`config.mk`:
```
export PLATFORM = sky130hd
export DESIGN_NAME = lpc_front
export DESIGN_NICKNAME = d
export VERILOG_FILES = /design/src/rtl/lpc_pkg.sv /design/src/rtl/lpc_front.sv
export SDC_FILE = /design/constraint.sdc
export NUM_CORES = 1
export LEC_CHECK = 0
export ABC_CLOCK_PERIOD_IN_PS = 2400
export CAP_MARGIN = 20
export CORE_MARGIN = 3
export CORE_UTILIZATION = 35
export DETAILED_ROUTE_END_ITERATION = 7
export DONT_BUFFER_PORTS = 1
export PLACE_DENSITY = 0.47
export SLEW_MARGIN = 20
export SYNTH_ARGS = -nofsm -noshare
export SYNTH_HDL_FRONTEND = slang
export SYNTH_SLANG_ARGS = --single-unit
export TNS_END_PERCENT = 100
```
`constraint.sdc`:
```
create_clock -name clk -period 2.4 [get_ports clk]
set_clock_uncertainty 0.05 [all_clocks]
set_input_delay 0.48 -clock clk [delete_from_list [all_inputs] [get_ports clk]]
set_output_delay 0.48 -clock clk [all_outputs]
set_load 0.01 [all_outputs]
```
`src/rtl/lpc_pkg.sv`:
```
package lpc_pkg;

    localparam int MAX_ORDER   = 16;
    localparam int ORD_W       = 5;
    localparam int CIDX_W      = $clog2(MAX_ORDER);
    localparam int RIDX_W      = $clog2(MAX_ORDER + 1);
    localparam int AC_W        = 32;
    localparam int CO_W        = 40;
    localparam int ER_W        = 48;
    localparam int NUM_W       = 56;
    localparam int PROD_W      = 61;
    localparam int SUM_W       = 62;
    localparam int OUT_W       = 32;
    localparam int FRAC        = 27;
    localparam int QINT_W      = CO_W - 1 - FRAC;
    localparam int ORDER_RESET = 10;

    localparam logic [CO_W-1:0] CO_MAX  = {1'b0, {(CO_W-1){1'b1}}};
    localparam logic [CO_W-1:0] CO_NMAX = {1'b1, {(CO_W-2){1'b0}}, 1'b1};

    // Write port of the autocorrelation store.
    typedef struct packed {
        logic              en;
        logic [RIDX_W-1:0] addr;
        logic [AC_W-1:0]   data;
    } ac_wr_t;

    function automatic logic [CO_W-1:0] sat_co(input logic [SUM_W-1:0] v);
        if (v[SUM_W-1:CO_W-1] == '0 || v[SUM_W-1:CO_W-1] == '1)
            return v[CO_W-1:0];
        else if (v[SUM_W-1])
            return {1'b1, {(CO_W-1){1'b0}}};
        else
            return {1'b0, {(CO_W-1){1'b1}}};
    endfunction

    function automatic logic [ER_W-1:0] sat_er(input logic [SUM_W-1:0] v);
        if (v[SUM_W-1:ER_W-1] == '0 || v[SUM_W-1:ER_W-1] == '1)
            return v[ER_W-1:0];
        else if (v[SUM_W-1])
            return {1'b1, {(ER_W-1){1'b0}}};
        else
            return {1'b0, {(ER_W-1){1'b1}}};
    endfunction

    function automatic logic [OUT_W-1:0] sat_out(input logic [CO_W-1:0] v);
        if (v[CO_W-1:OUT_W-1] == '0 || v[CO_W-1:OUT_W-1] == '1)
            return v[OUT_W-1:0];
        else if (v[CO_W-1])
            return {1'b1, {(OUT_W-1){1'b0}}};
        else
            return {1'b0, {(OUT_W-1){1'b1}}};
    endfunction

endpackage

```
`src/rtl/lpc_front.sv`:
```
module lpc_front (
    input  logic                           clk,
    input  logic                           rst_n,
    input  logic                           start,
    input  logic                           busy,
    input  logic [lpc_pkg::AC_W-1:0]       autocorr_value,
    input  logic                           order_wr_en,
    input  logic [lpc_pkg::ORD_W-1:0]      order,
    output lpc_pkg::ac_wr_t                ac_wr,
    output logic                           push,
    output logic [lpc_pkg::ORD_W-1:0]      push_n
);
    import lpc_pkg::*;

    logic [ORD_W-1:0] order_reg;
    logic [ORD_W-1:0] load_count_reg;
    logic [ORD_W-1:0] load_count_next;
    logic [ORD_W-1:0] n_eff;
    logic             accept;
    logic             end_set;

    assign accept = start & ~busy;

    always_comb
    begin
        if (order_reg == '0)
            n_eff = ORD_W'(1);
        else if (order_reg > ORD_W'(MAX_ORDER))
            n_eff = ORD_W'(MAX_ORDER);
        else
            n_eff = order_reg;
    end

    // The word just taken closes the set once order+1 words are in, order held to 1..16.
    assign end_set = (load_count_reg >= n_eff);

    assign ac_wr.en   = accept && (load_count_reg <= ORD_W'(MAX_ORDER));
    assign ac_wr.addr = load_count_reg[RIDX_W-1:0];
    assign ac_wr.data = autocorr_value;
    assign push       = accept & end_set;
    assign push_n     = n_eff;

    always_comb
    begin
        load_count_next = load_count_reg;
        if (accept)
            load_count_next = end_set ? '0 : load_count_reg + 1'b1;
    end

    always_ff @(posedge clk or negedge rst_n)
    begin
        if (!rst_n)
        begin
            order_reg      <= ORD_W'(ORDER_RESET);
            load_count_reg <= '0;
        end
        else
        begin
            if (order_wr_en)
                order_reg <= order;
            load_count_reg <= load_count_next;
        end
    end

endmodule

```
==> flow_summary.json <==
{
  "syn_nets": 148,
  "cts_root_buf": "clkbuf_4",
  "synth_area_leaders": "buf_4 27%, dfrtp_1 23%, ha_1 9.9%",
  "start_util_pct": 38.56,
  "maxCapViolations": 0,
  "synth_seq_cells": 10,
  "placed_area_sq_um": 709.4,
  "r2r-start": "order_reg[3]",
  "synth_fa_ha_area_share_pct": 9.887,
  "yosys_warnings": 0,
  "yosysUniqueCellTypes": 25,
  "min_period_ps": 2556,
  "grt_max_degree": 11,
  "fill_cells": 256,
  "place_ws_ps": 35.64,
  "vias_per_cell": 5.117,
  "fin_setup_tns_ps": -156.5,
  "synthCells": 99,
  "muxShareOfSynthArea_pct": 5.085,
  "synth_top_area_share_pct": 27.12,
  "final_common_cell": "nand2_1",
  "worstMarginPinSlew_ps": 454.0,
  "grt_pass1_vias": 551,
  "cts_buffers": 3,
  "rsz0062_at_grt": "true",
  "rows": 17,
  "gp_congestion": 0.7481,
  "synthXorXnorAreaFrac_pct": 0,
  "cts_num_sinks": 10,
  "die_w_um": 56.31,
  "design_area_sq_um": 753.2,
  "core_sq_mm": 0.002297,
  "postCtsSetupBuffers": 0,
  "gr-usage-all-layers_pct": 10.58,
  "max-slew-margin-rel_pct": 69.63,
  "diodes": 0,
  "boundaryPins": 86,
  "clk_pin_slew_ps": 60,
  "status": "complete, but fails checks",
  "cp.required_ps": 1870,
  "hold_path_class": "input port to register",
  "violations": "setup timing",
  "die-area_sq_mm": 0.003171,
  "end_kind": "output pin",
  "async_flop_share_pct": 100.0,
  "peakVddDrop_v": 0.0003959,
  "hold_viol": 0,
  "dr.pass1.iters": 2,
  "dp_hpwl_um": 1278,
  "h-tree-depth": 1,
  "critPathLaunchType": "register",
  "drc_errors": 0,
  "first_iter_violations": 3,
  "grt_antenna_before_repair": 0,
  "critPathLaunch": "order_reg[3]",
  "critPathArrivalTime_ps": 2030,
  "cts_tree": "built",
  "syn-cell-area_sq_um": 885.9,
  "die_y_um": 56.31,
  "seq_area_frac_synth_pct": 28.53,
  "ant_nets": 0,
  "clockBufferDepth": 2,
  "grt_pass1_wl_um": 2628,
  "ys.flop_type": "dfrtp_1",
  "synth_top_family_by_area": "buffers and inverters",
  "cp_max_fo": 3,
  "yosysTopAreaCell": "buf_4",
  "multi_input_area_sq_um": 376.6,
  "power_leakage_uw": 0.0003363,
  "synth-edff-count": 0,
  "portBuffers": 0,
  "fmax_ghz": 0.3912,
  "crit_type": "register to output pin",
  "setup_ws_ps": -156.5,
  "area_growth_pct": -14.97,
  "clk_latency_ps": 270,
  "layout_common_cells": "11 x nand2_1, 8 x dfrtp_1, 7 x ha_1",
  "num_vias": 527,
  "hp-start": "order_wr_en",
  "p_per_area_mw_per_mm2": 1094,
  "syn_area_per_cell_sq_um": 8.948,
  "drv_slew": 0,
  "min_period_over_period_pct": 106.5,
  "setup_viol": 1,
  "grt-ovfl-total": 0,
  "synth_simple_gate_area_share_pct": 13.70,
  "wl_um": 1571,
  "fin_nets": 125,
  "synth_compound_area_share_pct": 12.71,
  "wire_per_inst_um": 15.25,
  "register_area_sq_um": 252.7,
  "drive_above_1_share_pct": 26.67
}
-- power breakdown --
| part | total [uW] | leakage [uW] | internal [uW] | switching, uW |
|---|---|---|---|---|
| clock network | 127 | 0.0000150 | 64.4 | 62.7 |
| logic | 403 | 0.000205 | 191 | 212 |
| registers | 294 | 0.000116 | 221 | 73.1 |
| total | 824 | 0.000336 | 477 | 347 |
-- worst max-delay path, cell delays in order, from the launching register on --
cell and delay (ps):
dfstp_2 550, nor3_2 50, nor2_1 110, nor2_2 50, ha_1 260, nand2b_4 150
a2111oi_4 320, o21bai_2 100, and2_4 180
-- per-stage QoR --
step                      hold slack (ps)  total power [uW]  utilization [%]  cells
after floorplan                     134.4             633.5                -     99
after global placement              134.7             698.8            30.88     98
after detailed placement            134.7             704.1            30.88     98
after CTS                           263.2             846.0            32.79    103
after global routing                258.6             911.1            32.79    103
final                               267.3             824.2            32.79    103
-- synthesized netlist by cell type, types with 2 or more instances --
cell type / n
buf_4: 32
nand2_1: 11
dfrtp_1: 8
ha_1: 7
inv_1: 6
mux2_2: 4
nor2_1: 4
a21oi_1: 3
nor3_1: 3
o21ai_1: 3
dfstp_2: 2
nand3_1: 2
o21ai_0: 2
-- metal layers --
layer  up-vias  wire (um)  global-route usage (%)
li1        247          -                       -
met1       226        531                   11.22
met2        31        733                   14.86
met3        23        217                   4.598
met4         0         89                   11.19
met5         -          0                       0
-- timing repair --
| action | 4_1_cts | 5_1_grt |
|---|---|---|
| resized for setup | 2 | 0 |
| pin swaps | 2 | 0 |
| hold buffers | 1 | 0 |
| hold endpoints to repair | 10 | 0 |
| setup endpoints to repair | 1 | 1 |
-- worst paths after layout --
check	end	slack, ps	cells past startpoint
worst max-delay path	push	-160	8
worst min-delay path	order_reg[4]	270	1
worst max register to register	load_count_reg[2]	370	9
worst min register to register	order_reg[0]	470	1
max in group asynchronous	order_reg[3]	1420	1
min in group asynchronous	load_count_reg[0]	540	1
-- cells by family after synthesis --
family | Yosys count
flops | 10
compound gates | 14
simple gates | 25
buf+inv | 39
fa+ha+maj | 7
mux | 4
-- final cells by class --
cell class | count | share of cell area, %
Inverter | 6 | 2.990
Multi-Input combinational cell | 50 | 50.00
Clock buffer | 4 | 3.488
Timing Repair Buffer | 5 | 5.316
Sequential cell | 10 | 33.55
Tap cell | 28 | 4.651
No activity file was read; power rests on OpenSTA's default activity.
