<file path="src/rtl/lpc_pkg.sv">
package lpc_pkg;

    localparam int MAX_ORDER   = 16;
    localparam int ORD_W       = 5;
    localparam int CIDX_W      = $clog2(MAX_ORDER);
    localparam int RIDX_W      = $clog2(MAX_ORDER + 1);
    localparam int AC_W        = 32;
    localparam int CO_W        = 40;
    localparam int ER_W        = 48;
    localparam int NUM_W       = 56;
    localparam int PROD_W      = 61;
    localparam int SUM_W       = 62;
    localparam int OUT_W       = 32;
    localparam int FRAC        = 27;
    localparam int QINT_W      = CO_W - 1 - FRAC;
    localparam int ORDER_RESET = 10;

    localparam logic [CO_W-1:0] CO_MAX  = {1'b0, {(CO_W-1){1'b1}}};
    localparam logic [CO_W-1:0] CO_NMAX = {1'b1, {(CO_W-2){1'b0}}, 1'b1};

    // Write port of the autocorrelation store.
    typedef struct packed {
        logic              en;
        logic [RIDX_W-1:0] addr;
        logic [AC_W-1:0]   data;
    } ac_wr_t;

    function automatic logic [CO_W-1:0] sat_co(input logic [SUM_W-1:0] v);
        if (v[SUM_W-1:CO_W-1] == '0 || v[SUM_W-1:CO_W-1] == '1)
            return v[CO_W-1:0];
        else if (v[SUM_W-1])
            return {1'b1, {(CO_W-1){1'b0}}};
        else
            return {1'b0, {(CO_W-1){1'b1}}};
    endfunction

    function automatic logic [ER_W-1:0] sat_er(input logic [SUM_W-1:0] v);
        if (v[SUM_W-1:ER_W-1] == '0 || v[SUM_W-1:ER_W-1] == '1)
            return v[ER_W-1:0];
        else if (v[SUM_W-1])
            return {1'b1, {(ER_W-1){1'b0}}};
        else
            return {1'b0, {(ER_W-1){1'b1}}};
    endfunction

    function automatic logic [OUT_W-1:0] sat_out(input logic [CO_W-1:0] v);
        if (v[CO_W-1:OUT_W-1] == '0 || v[CO_W-1:OUT_W-1] == '1)
            return v[OUT_W-1:0];
        else if (v[CO_W-1])
            return {1'b1, {(OUT_W-1){1'b0}}};
        else
            return {1'b0, {(OUT_W-1){1'b1}}};
    endfunction

endpackage

</file>
<file path="src/rtl/lpc_fifo.sv">
module lpc_fifo (
    input  logic                      clk,
    input  logic                      rst_n,
    input  logic                      push,
    input  logic [lpc_pkg::ORD_W-1:0] push_data,
    input  logic                      pop,
    output logic                      empty,
    output logic [lpc_pkg::ORD_W-1:0] pop_data
);
    import lpc_pkg::*;

    logic [ORD_W-1:0] mem_reg [2];
    logic             wr_ptr_reg;
    logic             rd_ptr_reg;
    logic [1:0]       count_reg;
    logic             do_push;
    logic             do_pop;

    assign empty    = (count_reg == '0);
    assign pop_data = mem_reg[rd_ptr_reg];
    assign do_push  = push && (count_reg != 2'd2);
    assign do_pop   = pop && !empty;

    always_ff @(posedge clk)
    begin
        if (do_push)
            mem_reg[wr_ptr_reg] <= push_data;
    end

    always_ff @(posedge clk or negedge rst_n)
    begin
        if (!rst_n)
        begin
            wr_ptr_reg <= 1'b0;
            rd_ptr_reg <= 1'b0;
            count_reg  <= '0;
        end
        else
        begin
            if (do_push)
                wr_ptr_reg <= ~wr_ptr_reg;
            if (do_pop)
                rd_ptr_reg <= ~rd_ptr_reg;
            if (do_push && !do_pop)
                count_reg <= count_reg + 1'b1;
            else if (do_pop && !do_push)
                count_reg <= count_reg - 1'b1;
        end
    end

endmodule

</file>
<file path="config.mk">
export PLATFORM = sky130hd
export DESIGN_NAME = lpc_fifo
export DESIGN_NICKNAME = d
export VERILOG_FILES = /design/src/rtl/lpc_pkg.sv /design/src/rtl/lpc_fifo.sv
export SDC_FILE = /design/constraint.sdc
export NUM_CORES = 1
export LEC_CHECK = 0
export BUFFER_PORTS_ARGS = -buffer_cell sky130_fd_sc_hd__buf_2
export CAP_MARGIN = 30
export CORE_AREA = 2 2 39 41
export CTS_CLUSTER_DIAMETER = 30
export DETAILED_ROUTE_END_ITERATION = 8
export DIE_AREA = 0 0 41 43
export PLACE_DENSITY = 0.64
export SYNTH_ARGS = -nofsm -noshare
export SYNTH_HDL_FRONTEND = slang
export SYNTH_SLANG_ARGS = --single-unit
</file>
<file path="constraint.sdc">
create_clock -name clk -period 1.5 [get_ports clk]
set_input_delay 0.3 -clock clk [delete_from_list [all_inputs] [get_ports clk]]
set_output_delay 0.3 -clock clk [all_outputs]
set_load 0.005 [all_outputs]
</file>
==> metrics.csv <==
stage;metric;value;unit
status;outcome;finished, final reports clean;
pwr;static leakage power;0.3369;nW
route;residual antenna-violating net count after detailed routing;0;
timing;worst slew pin tran;0.2522;ns
placement;pre-CTS worst setup slack;0.09077;ns
route;average vias per placed instance;4.403;
floorplan;width of the chip;41;um
timing;final critical-path required period;1.478;ns
cells_and_area;growth of design area from synthesis to finish;38.12;%
synth;mean instance size in the synthesized netlist;15.94;sq um
global_routing;Overall Global Routing Usage;10.16;%
clocking;clock edge transition at the registers on the reported setup and hold paths;0.08;ns
timing;fmax;0.6764;GHz
min_path;worst hold stages;1;
worst_setup_path;crit path capture type;output pin;
worst_setup_path;stage delay of the slowest cell on the critical path;0.48;ns
synth;number of flip-flops and latches in the synthesized netlist;14;
cells_and_area;commonest non-fill, non-tap cells in the layout;10 x sky130_fd_sc_hd__edfxtp_1, 9 x sky130_fd_sc_hd__buf_2, 5 x sky130_fd_sc_hd__mux2_4, 5 x sky130_fd_sc_hd__buf_6;
job;max_cap viols;0;
worst_setup_path;Worst Setup Start Kind;register;
placement;placement-stage cell area;658.1;sq um
timing;post-route worst hold slack;0.2240;ns
worst_setup_path;worst-path cell chain;mux2_4, buf_6;
min_path;worst hold path class;in2reg;
cells_and_area;final core utilization;55.70;%
timing;Setup violations, final;0;
cells_and_area;most frequent standard cell in the layout excluding fill and tap cells;sky130_fd_sc_hd__edfxtp_1;
cells_and_area;Sequential cell area;401.6;sq um
floorplan;number of rows created at floorplan;14;
timing;number of max-slew violations in the final report;0;
worst_setup_path;number of buffer and inverter instances along the worst setup path;1;
synth;share of the synthesized area in the top cell type;53.81;%
timing;Final Hold Viols;0;
worst_setup_path;worst path arrival time;1.18;ns
timing;Max-Slew Margin vs Limit;83.19;%
route;Pre-antenna DRT Iters;2;
cells_and_area;net count of the finished layout;67;
worst_setup_path;data required time of the worst path;1.20;ns
worst_setup_path;cell with the largest stage delay on the worst path;sky130_fd_sc_hd__dfrtp_2;
synth;post-synthesis cell count;35;
route;number of DRC markers after the initial detailed-route iteration;1;
pwr;maximum vdd ir drop;0.0008608;V
worst_setup_path;cell class contributing the biggest share of worst-path delay;flip-flops;
clocking;CTS H-tree depth;1;
placement;Routability Congestion;0.6405;
pwr;Total Power Consumption;0.001476;W
synth;post-synth design cell area;558.0;sq um
route;final routed wirelength across all metal layers;783;um
placement;number of input and output port buffers inserted;14;
global_routing;overflow left after global routing;0;
worst_setup_path;Critical Path Stages;2;
route;number of remaining DRC errors;0;
worst_setup_path;worst reg-to-reg setup slack;0.12;ns
clocking;clock tree from TritonCTS;yes;
cells_and_area;final cell area excluding filler cells;770.7;sq um
clocking;Skew-Pair Late Insertion Delay;0.26;ns
route;WL/cell;10.88;um
synth;top cells by area, synth;sky130_fd_sc_hd__edfxtp_1 54%, sky130_fd_sc_hd__dfrtp_1 18%, sky130_fd_sc_hd__mux2_1 10%;
clocking;clock root buffer master;sky130_fd_sc_hd__clkbuf_4;
floorplan;starting density of the core;40.33;%
synth;sequential cell area fraction in the yosys report;71.75;%
floorplan;number of ports placed on the die boundary;15;
worst_setup_path;R2R depth;5;
timing;setup repair after global routing missed its margin;true;
timing;worst path setup slack after routing;0.02156;ns
global_routing;global-route wire length before repair;1124;um
clocking;CTS buffer count;3;
synth;Synth cell types;11;
global_routing;initial antenna violation count;0;
worst_setup_path;critical path peak fanout;6;
placement;DP Wirelength;601;um
global_routing;via count of the first global-routing pass;268;
timing;Post-Route Skew;0.003068;ns
floorplan;overall die height;43;um
cells_and_area;max FFs per register;10;
worst_setup_path;Crit Path Category;reg2out;
clocking;CTS Sinks;14;
global_routing;pin count of the biggest net entering global routing;9;
clocking;deepest clock path buffer count;2;
route;total via count in the routed design;317;
synth;Ys Warns;0;
cells_and_area;area of combinational cells with multiple inputs;167.7;sq um
synth;number of nets in the synthesized netlist;45;
cells_and_area;antenna diode count;0;
synth;top cell type by total area after synthesis;sky130_fd_sc_hd__edfxtp_1;
floorplan;total die area;1763;sq um
cells_and_area;share of cells above drive strength 1;50.00;%
pwr;power per cell area;1915;nW/um^2
floorplan;area of the placeable core;1384;sq um
timing;Period Utilization, post-route;98.56;%
cells_and_area;fill count;112;
[routing by layer]
layer	part of all wire, %	up-vias	track usage [%]	wire length (um)
met5	0	-	0	0
met4	0	0	6.000	0
met2	48	7	14.06	373
met3	4.2	0	4.712	33
li1	-	162	-	-
met1	48	148	12.50	376
[kinds of logic (layout without fill, tap and decap cells)]
| kind of cell | after synthesis | after routing | share of synthesized area, % |
|---|---|---|---|
| simple gates | 4 | 4 | 2.690 |
| buf+inv | 4 | 25 | 2.914 |
| flops | 14 | 14 | 71.75 |
| compound gates | 2 | 2 | 2.466 |
| xor+xnor | 5 | 5 | 7.847 |
| mux | 5 | 5 | 10.09 |
| fa+ha+maj | 1 | 1 | 2.242 |
[layout make-up]
type / instances / area share [%]
clock buffers: 4 / 4.708
multi-input cells: 17 / 21.75
repair buffers: 18 / 17.37
inverters: 3 / 1.461
flip-flops and latches: 14 / 52.11
well taps: 16 / 2.597
[through the flow]
step / TNS (ns) / instances
3_3_place_gp: 0 / 66
5_1_grt: -0.1227 / 72
3_5_place_dp: 0 / 66
4_1_cts: 0 / 72
6_report: 0 / 72
2_1_floorplan: 0 / 35
[power by group]
part           internal, W  leakage, nW  total (W)  switching (W)
clock network     0.000147       0.0210   0.000251       0.000103
logic             0.000369        0.177   0.000569       0.000200
registers         0.000551        0.138   0.000657       0.000106
total              0.00107        0.337    0.00148       0.000409
[timing repair]
action / in CTS / in global routing
hold endpoints to repair: 4 / 0
endpoints found under the setup margin: 5 / 6
hold buffers: 1 / 0
gates resized for setup: 1 / 11
setup buffers: 1 / 0
[synthesized netlist by cell type, drive strengths merged]
master  count
edfxtp     10
mux2        5
dfrtp       4
nor2        4
xnor2       4
inv         3
o21ai       2
buf         1
ha          1
xor2        1
[final timing paths]
path / from / end
max in group asynchronous: rst_n / rd_ptr_reg
min in group asynchronous: rst_n / wr_ptr_reg
hold reg to reg: wr_ptr_reg / wr_ptr_reg
setup / recovery: rd_ptr_reg / pop_data[0]
hold / removal: push_data[4] / mem_reg[1][4]
setup reg to reg: count_reg[0] / count_reg[1]
Note: power is estimated with default switching activity, not from simulation.
